## src/hdl/knxf16_pkg.sv

```systemverilog
package knxf16_pkg;

  localparam int unsigned RawW    = 32;
  localparam int unsigned DivW    = 38;  // |value| * 100 < 2**38
  localparam int unsigned MantW   = 39;  // signed quotient
  localparam int unsigned RemW    = 8;
  localparam int unsigned ExpW    = 5;
  localparam int unsigned CntW    = 6;
  localparam int unsigned DivSteps = DivW;

  localparam logic [1:0]  FmtU16 = 2'd0;
  localparam logic [1:0]  FmtS16 = 2'd1;

  localparam logic [7:0]  Hundred    = 8'd100;
  localparam logic [15:0] InvalidWord = 16'h7FFF;
  localparam logic [ExpW-1:0] ExpLimit = 5'd15;
  localparam logic signed [12:0] MantMax = 13'sd2047;
  localparam logic signed [12:0] MantHalf = 13'sd1024;

  typedef enum logic [2:0] {
    StIdle,
    StMul,
    StDiv,
    StSign,
    StNorm
  } state_e;

  typedef struct packed {
    logic load;
    logic mul;
    logic div_step;
    logic sign;
    logic norm_step;
    logic finish;
  } dp_cmd_t;

  typedef struct packed {
    logic bypass;
    logic div_done;
    logic in_range;
  } dp_status_t;

endpackage

```

## src/hdl/knxf16_ctrl.sv

```systemverilog
module knxf16_ctrl (
  input  logic                   clk_i,
  input  logic                   rst_ni,
  input  logic                   start_i,
  input  knxf16_pkg::dp_status_t status_i,
  output knxf16_pkg::dp_cmd_t    cmd_o,
  output logic                   busy_o
);
  import knxf16_pkg::*;

  state_e state_q, state_d;

  always_ff @(posedge clk_i or negedge rst_ni) begin
    if (!rst_ni) begin
      state_q <= StIdle;
    end else begin
      state_q <= state_d;
    end
  end

  always_comb begin
    state_d = state_q;
    unique case (state_q)
      StIdle: begin
        if (start_i) state_d = StMul;
      end
      StMul: begin
        state_d = status_i.bypass ? StSign : StDiv;
      end
      StDiv: begin
        if (status_i.div_done) state_d = StSign;
      end
      StSign: begin
        state_d = StNorm;
      end
      StNorm: begin
        if (status_i.in_range) state_d = StIdle;
      end
      default: state_d = StIdle;
    endcase
  end

  always_comb begin
    cmd_o  = '0;
    busy_o = 1'b1;
    unique case (state_q)
      StIdle: begin
        busy_o     = 1'b0;
        cmd_o.load = start_i;
      end
      StMul:  cmd_o.mul = 1'b1;
      StDiv:  cmd_o.div_step = 1'b1;
      StSign: cmd_o.sign = 1'b1;
      StNorm: begin
        cmd_o.norm_step = !status_i.in_range;
        cmd_o.finish    = status_i.in_range;
      end
      default: busy_o = 1'b1;
    endcase
  end

endmodule

```

## src/hdl/knxf16_dp.sv

```systemverilog
module knxf16_dp (
  input  logic                   clk_i,
  input  logic                   rst_ni,
  input  knxf16_pkg::dp_cmd_t    cmd_i,
  input  logic signed [31:0]     raw_value_i,
  input  logic [1:0]             value_format_i,
  input  logic [7:0]             scale_divisor_i,
  output knxf16_pkg::dp_status_t status_o,
  output logic [15:0]            f16_word_o,
  output logic                   overflow_o,
  output logic                   valid_o
);
  import knxf16_pkg::*;

  logic [RawW-1:0]          mag_q;
  logic                     neg_in_q;
  logic [7:0]               div_q;
  logic                     bypass_q;
  logic [DivW-1:0]          quo_q;
  logic [RemW-1:0]          rem_q;
  logic [CntW-1:0]          cnt_q;
  logic signed [MantW-1:0]  m_q;
  logic                     rnd_q;
  logic [ExpW-1:0]          ex_q;
  logic [15:0]              word_q;
  logic                     ovf_q;
  logic                     valid_q;

  logic signed [RawW-1:0]   load_val;
  logic                     load_neg;
  logic [RemW:0]            rem_sh;
  logic                     ge;
  logic [RemW:0]            rem_sub;
  logic [MantW-1:0]         quo_ext;
  logic signed [12:0]       mant_r;
  logic signed [12:0]       mant_f;
  logic [ExpW-1:0]          ex_f;
  logic                     neg_out;

  always_comb begin
    case (value_format_i)
      FmtU16:  load_val = {16'h0000, raw_value_i[15:0]};
      FmtS16:  load_val = {{16{raw_value_i[15]}}, raw_value_i[15:0]};
      default: load_val = raw_value_i;
    endcase
    load_neg = (value_format_i != FmtU16) && load_val[RawW-1];
  end

  // restoring divider, one quotient bit per cycle
  assign rem_sh  = {rem_q, quo_q[DivW-1]};
  assign ge      = rem_sh >= {1'b0, div_q};
  assign rem_sub = rem_sh - {1'b0, div_q};

  assign quo_ext = {1'b0, quo_q};

  // round-back of the last bit shifted out, plus one renormalization on carry
  assign mant_r  = $signed(m_q[12:0]) + $signed({12'd0, rnd_q});
  assign neg_out = m_q[MantW-1];
  always_comb begin
    mant_f = mant_r;
    ex_f   = ex_q;
    if (mant_r > MantMax) begin
      mant_f = MantHalf;
      ex_f   = ex_q + 1'b1;
    end
  end

  assign status_o.bypass   = bypass_q;
  assign status_o.div_done = cnt_q == CntW'(DivSteps - 1);
  assign status_o.in_range = (m_q >= -MantW'(2048)) && (m_q <= MantW'(2047));

  always_ff @(posedge clk_i) begin
    if (cmd_i.load) begin
      mag_q    <= load_neg ? RawW'(-load_val) : RawW'(load_val);
      neg_in_q <= load_neg;
      div_q    <= (scale_divisor_i == 8'd0) ? 8'd1 : scale_divisor_i;
      bypass_q <= scale_divisor_i == Hundred;
    end
    if (cmd_i.mul) begin
      quo_q <= bypass_q ? {{(DivW-RawW){1'b0}}, mag_q}
                        : DivW'({{(DivW-RawW){1'b0}}, mag_q} * DivW'(Hundred));
      rem_q <= '0;
      cnt_q <= '0;
    end
    if (cmd_i.div_step) begin
      rem_q <= ge ? rem_sub[RemW-1:0] : rem_sh[RemW-1:0];
      quo_q <= {quo_q[DivW-2:0], ge};
      cnt_q <= cnt_q + 1'b1;
    end
    if (cmd_i.sign) begin
      m_q   <= neg_in_q ? -$signed(quo_ext) : $signed(quo_ext);
      rnd_q <= 1'b0;
      ex_q  <= '0;
    end
    if (cmd_i.norm_step) begin
      rnd_q <= m_q[0];
      m_q   <= m_q >>> 1;
      ex_q  <= ex_q + 1'b1;
    end
    if (cmd_i.finish) begin
      if (ex_f > ExpLimit) begin
        word_q <= InvalidWord;
        ovf_q  <= 1'b1;
      end else begin
        word_q <= {neg_out, ex_f[3:0], mant_f[10:0]};
        ovf_q  <= 1'b0;
      end
    end
  end

  always_ff @(posedge clk_i or negedge rst_ni) begin
    if (!rst_ni) begin
      valid_q <= 1'b0;
    end else begin
      valid_q <= cmd_i.finish;
    end
  end

  assign f16_word_o = word_q;
  assign overflow_o = ovf_q;
  assign valid_o    = valid_q;

endmodule

```

## src/hdl/scaled_int_to_knx_f16_core.sv

```systemverilog
// Scaled integer to KNX 2-byte float encoder.
//
// Command channel: a word is taken at a rising edge with start_i high and
// busy_o low. busy_o stays high until the result has been computed.
// Result channel: valid_o is high for exactly one cycle while f16_word_o and
// overflow_o hold the result; the receiver cannot stall, so it must take the
// word in that cycle. The result registers keep their value afterwards.
//
// From the accepting edge the word passes through the multiply state, a
// restoring divider that produces one quotient bit per cycle, the sign state
// and the normalize state, which shifts once for each step of the exponent k
// (the exponent before round-carry, at most 27) and then finishes; when the
// divisor is 100 the divider is skipped. busy_o falls in the cycle that
// valid_o rises, so the next word may be accepted on that same cycle.
// One word is in flight at a time.
//
// Reset returns the controller to idle and clears valid_o; no item in flight
// survives it.
module scaled_int_to_knx_f16_core (
  input  logic               clk_i,
  input  logic               rst_ni,
  input  logic               start_i,
  output logic               busy_o,
  input  logic signed [31:0] raw_value_i,
  input  logic [1:0]         value_format_i,
  input  logic [7:0]         scale_divisor_i,
  output logic               valid_o,
  output logic [15:0]        f16_word_o,
  output logic               overflow_o
);
  import knxf16_pkg::*;

  dp_cmd_t    cmd;
  dp_status_t status;

  knxf16_ctrl u_ctrl (
    .clk_i    (clk_i),
    .rst_ni   (rst_ni),
    .start_i  (start_i),
    .status_i (status),
    .cmd_o    (cmd),
    .busy_o   (busy_o)
  );

  knxf16_dp u_dp (
    .clk_i           (clk_i),
    .rst_ni          (rst_ni),
    .cmd_i           (cmd),
    .raw_value_i     (raw_value_i),
    .value_format_i  (value_format_i),
    .scale_divisor_i (scale_divisor_i),
    .status_o        (status),
    .f16_word_o      (f16_word_o),
    .overflow_o      (overflow_o),
    .valid_o         (valid_o)
  );

endmodule
```

## config.mk

```make
export PLATFORM = sky130hd
export DESIGN_NAME = scaled_int_to_knx_f16_core
export DESIGN_NICKNAME = d
export VERILOG_FILES = /design/src/hdl/knxf16_pkg.sv /design/src/hdl/knxf16_ctrl.sv /design/src/hdl/knxf16_dp.sv /design/src/hdl/scaled_int_to_knx_f16_core.sv
export SDC_FILE = /design/constraint.sdc
export NUM_CORES = 1
export LEC_CHECK = 0
export ABC_AREA = 1
export BUFFER_PORTS_ARGS = -buffer_cell sky130_fd_sc_hd__buf_2
export CAP_MARGIN = 0
export CELL_PAD_IN_SITES_DETAIL_PLACEMENT = 2
export CELL_PAD_IN_SITES_GLOBAL_PLACEMENT = 2
export CORE_UTILIZATION = 37
export CTS_CLUSTER_DIAMETER = 40
export DETAILED_ROUTE_END_ITERATION = 10
export PLACE_DENSITY = 0.79
export SLEW_MARGIN = 20
export SYNTH_ARGS = -nofsm -noshare
export SYNTH_HDL_FRONTEND = slang
export SYNTH_SLANG_ARGS = --single-unit
```

## constraint.sdc

```tcl
create_clock -name clk_i -period 5.6 [get_ports clk_i]
set_input_delay 0.28 -clock clk_i [delete_from_list [all_inputs] [get_ports clk_i]]
set_output_delay 0.28 -clock clk_i [all_outputs]
set_load 0.01 [all_outputs]
```

# After elaboration in Yosys (flattened, before gate mapping)
# Index checks and enable logic that the tools add are counted.
[classes]
add_sub_neg = 6
multipliers = 1
magnitude_cmp = 5
n_eq_ne = 10
muxes = 31
bitwise_logic = 1
n_reduce_logical = 12
[op_table]
columns = ["operator", "count"]
rows = [
  ["$mux 38", 6],
  ["$pmux 32 s2", 1],
  ["$ge 39x12->1 const B", 1],
  ["$le 39x12->1 const B", 1],
  ["$neg 38->39", 1],
  ["$mul 32x5->36 const B", 1],
  ["$mux 32", 1],
  ["$neg 32->32", 1],
  ["$mux 8", 3],
  ["$mux 5", 3],
  ["$pmux 3 s5", 1],
  ["$add 13x2->13", 1],
  ["$gt 13x12->1 const B", 1],
  ["$mux 6", 2],
  ["$mux 10", 1],
  ["$ge 9x8->1", 1],
  ["$mux 1", 9],
  ["$mux 3", 3],
  ["$eq 8x7->1 const B", 1],
  ["$logic_not 8->1", 1],
  ["$sub 8x8->8", 1],
  ["$add 6x1->6 const B", 1],
  ["$eq 3x2->1 const B", 2],
  ["$eq 6x6->1 const B", 1],
  ["other kinds (17)", 21],
]
[word_totals]
regBits = 160
inputBits = 45
output_inout_bits = 19
word_cells = 82

# Logic depth before layout (Yosys ltp)
[logic_depth]
ltp_word = 6
ltp_mapped = 19
mapped_depth_nobuf = 19

# Cells and area by module
# A second synthesis with hierarchy kept.
[unflattened]
hier_cells = 1882
hier_area_um2 = 13890.8
[modules_own_cells]
columns = ["module", "n_inst", "cells_per_inst", "area_per_inst_um2", "seq_area_each_um2"]
rows = [
  ["knxf16_dp", 1, 1852, 13679.4, 4709.5],
  ["knxf16_ctrl", 1, 30, 211.5, 75.1],
]

# Worst setup path after synthesis
# No wires, ideal clock.
[synth_timing]
path_kind = "flip-flop to flip-flop"
from = "register u_ctrl.state_q[0]"
to = "register u_dp.ex_q[0] (enable)"
setup_ns = 0.506
t_arrival_ns = 3.600
t_required_ns = 5.094
slack_ns = 1.494
stages_incl_launch_ff = 3
path_buffers = 0
synth_period_minus_slack_ns = 4.106
cell_sequence = "dfrtp_1 > nand2_1 > o21ai_0"
[synth_between]
elab_chain_len = 3
elab_cells_between_ends = 5
classes_between = "eq/ne: 2; mux: 2; reduce/logical: 1"
[synth_rtl]
columns = ["element", "line_no", "text"]
rows = [
  ["from (decl)", "knxf16_ctrl.sv:11", "state_e state_q, state_d;"],
  ["from (signal assigned)", "knxf16_ctrl.sv:15", "state_q <= StIdle;"],
  ["from (signal assigned)", "knxf16_ctrl.sv:17", "state_q <= state_d;"],
  ["$eq 3x3->1 or $eq 3x2->1 (tied branches)", "knxf16_ctrl.sv:46", "unique case (state_q)"],
  ["$mux 2 or $mux 1 (tied branches)", "knxf16_ctrl.sv:46", ""],
  ["$reduce_bool 2->1 (no source line) (*)", "--", ""],
  ["to (signal assigned)", "knxf16_dp.sv:98", "ex_q <= ex_q + 1'b1;"],
  ["to (decl)", "knxf16_dp.sv:24", "logic [ExpW-1:0] ex_q;"],
]
# Every way passes the cells marked *; elsewhere a longest branch is shown, timed or not.
# A chain may end at the register's enable or synchronous reset.

# Worst setup path after layout
[layout_timing]
from = "register u_dp.mag_q[6]"
to = "register u_dp.quo_q[13] (data pin)"
[layout_between]
elab_chain_len = 4
[layout_rtl]
columns = ["element", "line_no", "text"]
rows = [
  ["from (decl)", "knxf16_dp.sv:15", "logic [RawW-1:0] mag_q;"],
  ["from (signal assigned)", "knxf16_dp.sv:74", "mag_q <= load_neg ? RawW'(-load_val) : RawW'(load_val);"],
  ["$mul 32x5->36", "knxf16_dp.sv:81", ": DivW'({{(DivW-RawW){1'b0}}, mag_q} * DivW'(Hundred));"],
  ["$mux 38", "knxf16_dp.sv:80", "quo_q <= bypass_q ? {{(DivW-RawW){1'b0}}, mag_q}"],
  ["$mux 38", "knxf16_dp.sv:79", "if (cmd_i.mul) begin"],
  ["$mux 38", "knxf16_dp.sv:85", "if (cmd_i.div_step) begin"],
  ["to (signal assigned)", "knxf16_dp.sv:80", ""],
  ["to (signal assigned)", "knxf16_dp.sv:87", "quo_q <= {quo_q[DivW-2:0], ge};"],
  ["to (decl)", "knxf16_dp.sv:19", "logic [DivW-1:0] quo_q;"],
]
# No other way between the ends. The select of a mux whose other input is x is not followed.

==> summary.md <==
| Metric | Value |
|---|---|
| Status | `completed` |
| Wire per inst | `19.0 um` |
| Startpoint type of the worst setup path | `register` |
| Grt ovf | `0` |
| Post-DRT Antenna Nets | `0` |
| Die Footprint | `38600 um^2` |
| Largest net degree at the start of global routing | `53` |
| Clock transition at the registers of the reported paths | `0.08 ns` |
| Final nets | `2154` |
| Inst Count DP | `2452` |
| Number of remaining DRC errors | `0` |
| WP buf/inv | `3` |
| Static Leakage | `7.68 nW` |
| Clock buffer depth | `2` |
| Reg-to-Reg Start | `u_dp.mag_q[6]$_DFFE_PP_` |
| I/O Pins | `64` |
| Synth Area per Inst | `7.28 um^2` |
| Clock latency on the worst-skew pair | `0.47 ns` |
| Critical path arrival | `4.03 ns` |
| Cell Area, Synth | `14000 um^2` |
| Power per cell area | `634 nW/um^2` |
| Worst VDD drop | `0.292 mV` |
| Synth top area cells | `edfxtp_1 (33%), nand2_1 (14%), inv_1 (10%)` |
| Routability Congestion | `0.885` |
| Via/cell ratio | `5.12` |
| Biggest area consumer among synthesized cells | `edfxtp_1` |
| TritonCTS Buffers | `17` |
| CTS sink cnt | `160` |
| R2R Path End | `u_dp.quo_q[13]$_DFFE_PP_` |
| Worst path max stage delay | `0.51 ns` |
| Synthesized flop and latch total | `160` |
| Power, Total | `9.79 mW` |
| Layout cells sized above 1 | `6.92%` |
| Worst-margin pin slew | `0.989 ns` |
| Critical path capture point type | `register` |
| DRT iter0 DRCs | `442` |
| Area of the core | `36900 um^2` |
| Sequential area share after synthesis | `34.2%` |
| Unrepaired setup endpoints after global routing | `no` |
| Syn Inst Count | `1923` |
| Hold Fails Final Rpt | `0` |
| Final setup viols | `0` |
| Place WS | `1.85 ns` |
| Port Buffers | `63` |
| Die Y | `196 um` |
| Vias in the first global route | `14293` |
| Rows | `70` |
| Post-synth net total | `2109` |
| Min-delay src | `scale_divisor_i[1]` |
| Detailed Routing Iterations Pass 1 | `5` |
| Peak fanout along the critical path | `4` |
| DP Wirelength | `39.3 mm` |
| Die Wd | `196 um` |
| Final worst slack | `1.75 ns` |
| Final wirelength | `47.3 mm` |
| Top cell type's share of synthesized area | `33.5%` |
| HP Class | `in -> reg` |
| H-Tree Depth | `4` |
| Slowest CP cell | `fa_1` |
| EDFF count, synth | `156` |
| Yosys warning count | `0` |
| First-pass GRT wire length | `76.8 mm` |
| Fin crit share | `68.7%` |
| Final slew viol count | `0` |
| Area Growth Syn to Fin | `10.4%` |
| Clk_skew | `0.0142 ns` |
| Tmin final | `3.85 ns` |
| Total track usage | `25.6%` |
| Hold Path Depth | `1` |
| Most common cell after layout, fill and taps aside | `nand2_1` |
| Initial Util | `37.9%` |
| Most frequent cells in the layout | `nand2_1 (531), inv_1 (381), nor2_1 (168)` |
| Sequence of cells on the critical path | `ha_1, ha_1, inv_1, fa_1, inv_1, ha_1, nand2_1, inv_1, a21oi_1, nand2_1, xor2_1, o21ai_0, o21ai_0` |
| Flop2flop setup slack | `1.75 ns` |
| Initial antenna violation count | `0` |
| Netlist cell types | `43` |
| Delay-heaviest family, CP | `adder cells` |
| Crit. path cell count | `13` |
| CTS root buf | `clkbuf_16` |
| Synth Flop Type | `edfxtp_1` |
| CTS tree | `done` |
| FMAX | `260 MHz` |
| Post-synth ARST share | `2.50%` |
| R2R depth | `13` |
| Max-Slew Margin vs Limit | `34.0%` |
| Total negative slack | `0 ns` |
| Max-cap viol count | `0` |
| Worst endpoint required time | `5.78 ns` |
| Hold Path End | `u_dp.div_q[1]$_SDFFCE_PN0P_` |
| ANT cells | `0` |
| Crit path kind | `reg -> reg` |
| Post-layout util | `41.9%` |
| Via Count | `12716` |
| Final Non-Filler Cells | `2485` |
==> metrics by stage <==
step / hold WS [ns] / cell area, um^2
2_1_floorplan: -0.0156 / 14000
3_3_place_gp: 0.0993 / 14800
3_5_place_dp: 0.0994 / 14800
4_1_cts: 0.0110 / 15400
5_1_grt: 0.0165 / 15400
6_report: 0.0242 / 15400
==> repair_timing <==
item                      4_1_cts  5_1_grt
hold buffers                    1        0
setup buffers                   0        0
hold endpoints to repair        4        0
gates resized for setup         0        0
==> final cells by class <==
type                    instances  area [um^2]
fillers                      4440        21400
repair buffers                 74          400
well taps                     504          631
clock inverters                15          169
multi-input cells            1332         7600
clock buffers                  17          425
flip-flops and latches        160         4780
inverters                     383         1440
==> cells in the mapped netlist, types with 2 or more instances <==
| master | instances |
|---|---|
| ha_1 | 113 |
| o211ai_1 | 3 |
| nand2_4 | 2 |
| buf_4 | 3 |
| a21oi_1 | 64 |
| buf_1 | 5 |
| o21ai_0 | 96 |
| nand2_1 | 531 |
| nand4_1 | 46 |
| nand3_1 | 117 |
| a31oi_1 | 7 |
| xor2_1 | 58 |
| nor3_1 | 31 |
| o21ai_1 | 4 |
| o21ai_2 | 3 |
| and2_1 | 4 |
| nor2_2 | 2 |
| inv_1 | 381 |
| buf_2 | 11 |
| nor3_2 | 3 |
| nor2_1 | 170 |
| a21o_1 | 2 |
| nor4_1 | 5 |
| nand2_2 | 4 |
| nand3_2 | 3 |
| edfxtp_1 | 156 |
| xnor2_1 | 13 |
| fa_1 | 28 |
| o31ai_1 | 2 |
| or2_2 | 5 |
| nand3b_1 | 5 |
| o21bai_1 | 5 |
| dfrtp_1 | 4 |
| buf_6 | 2 |
| clkbuf_1 | 27 |
==> routing by layer <==
layer | global-route usage, % | routed length, um | vias to the layer above
met3 | 2.87 | 776 | 45
met5 | 0 | 0 | -
met2 | 48.9 | 25200 | 128
met4 | 6.68 | 823 | 0
met1 | 30.1 | 20400 | 6347
li1 | - | - | 6196
==> logic make-up after synthesis <==
family / after synthesis / share of synthesized area [%]
buf+inv: 431 / 11.8
xor+xnor: 71 / 4.44
compound gates: 188 / 7.13
flops: 160 / 34.2
fa+ha+maj: 141 / 14.1
simple gates: 932 / 28.3
==> where the power goes <==
group          switching, mW  internal (mW)  total (mW)
Combinational           4.22           1.88        6.10
Clock                  0.602          0.598        1.20
Sequential             0.408           2.08        2.49
==> sequential cells by signal, indices dropped and copies added, names as in the netlist <==
signal / flops
u_dp.m_q: 39
u_dp.quo_q: 38
u_dp.mag_q: 32
u_dp.f16_word_o: 16
u_dp.div_q: 8
u_dp.rem_q: 8
u_dp.cnt_q: 6
u_dp.ex_q: 5
u_ctrl.state_q: 3
u_dp.bypass_q: 1
u_dp.neg_in_q: 1
u_dp.overflow_o: 1
u_dp.rnd_q: 1
u_dp.valid_o: 1
==> worst max-delay path by stage <==
stage	startpoint	to	slack (ns)
detailed placement	u_dp.mag_q[8]$_DFFE_PP_	u_dp.quo_q[19]$_DFFE_PP_	1.85
global route	u_dp.mag_q[8]$_DFFE_PP_	u_dp.quo_q[19]$_DFFE_PP_	1.64
finish	u_dp.mag_q[6]$_DFFE_PP_	u_dp.quo_q[13]$_DFFE_PP_	1.75
CTS	u_dp.mag_q[3]$_DFFE_PP_	u_dp.quo_q[13]$_DFFE_PP_	1.81
floorplan	u_ctrl.state_q[0]$_DFFE_PN0P_	u_dp.ex_q[0]$_SDFFCE_PN0P_	1.49
global placement	u_dp.mag_q[9]$_DFFE_PP_	u_dp.quo_q[23]$_DFFE_PP_	2.00
==> worst reg2reg max path: cells and delay by family (launching register included) <==
| family | cells | cell delay, ns |
|---|---|---|
| flip-flops | 1 | 0.50 |
| AND/OR/NAND/NOR | 2 | 0.39 |
| adder cells (fa/ha/maj) | 4 | 1.47 |
| XOR/XNOR | 1 | 0.20 |
| buffers and inverters | 3 | 0.19 |
| AO/OA/AOI/OAI | 3 | 0.80 |
Power figures use the tool's default switching activity.
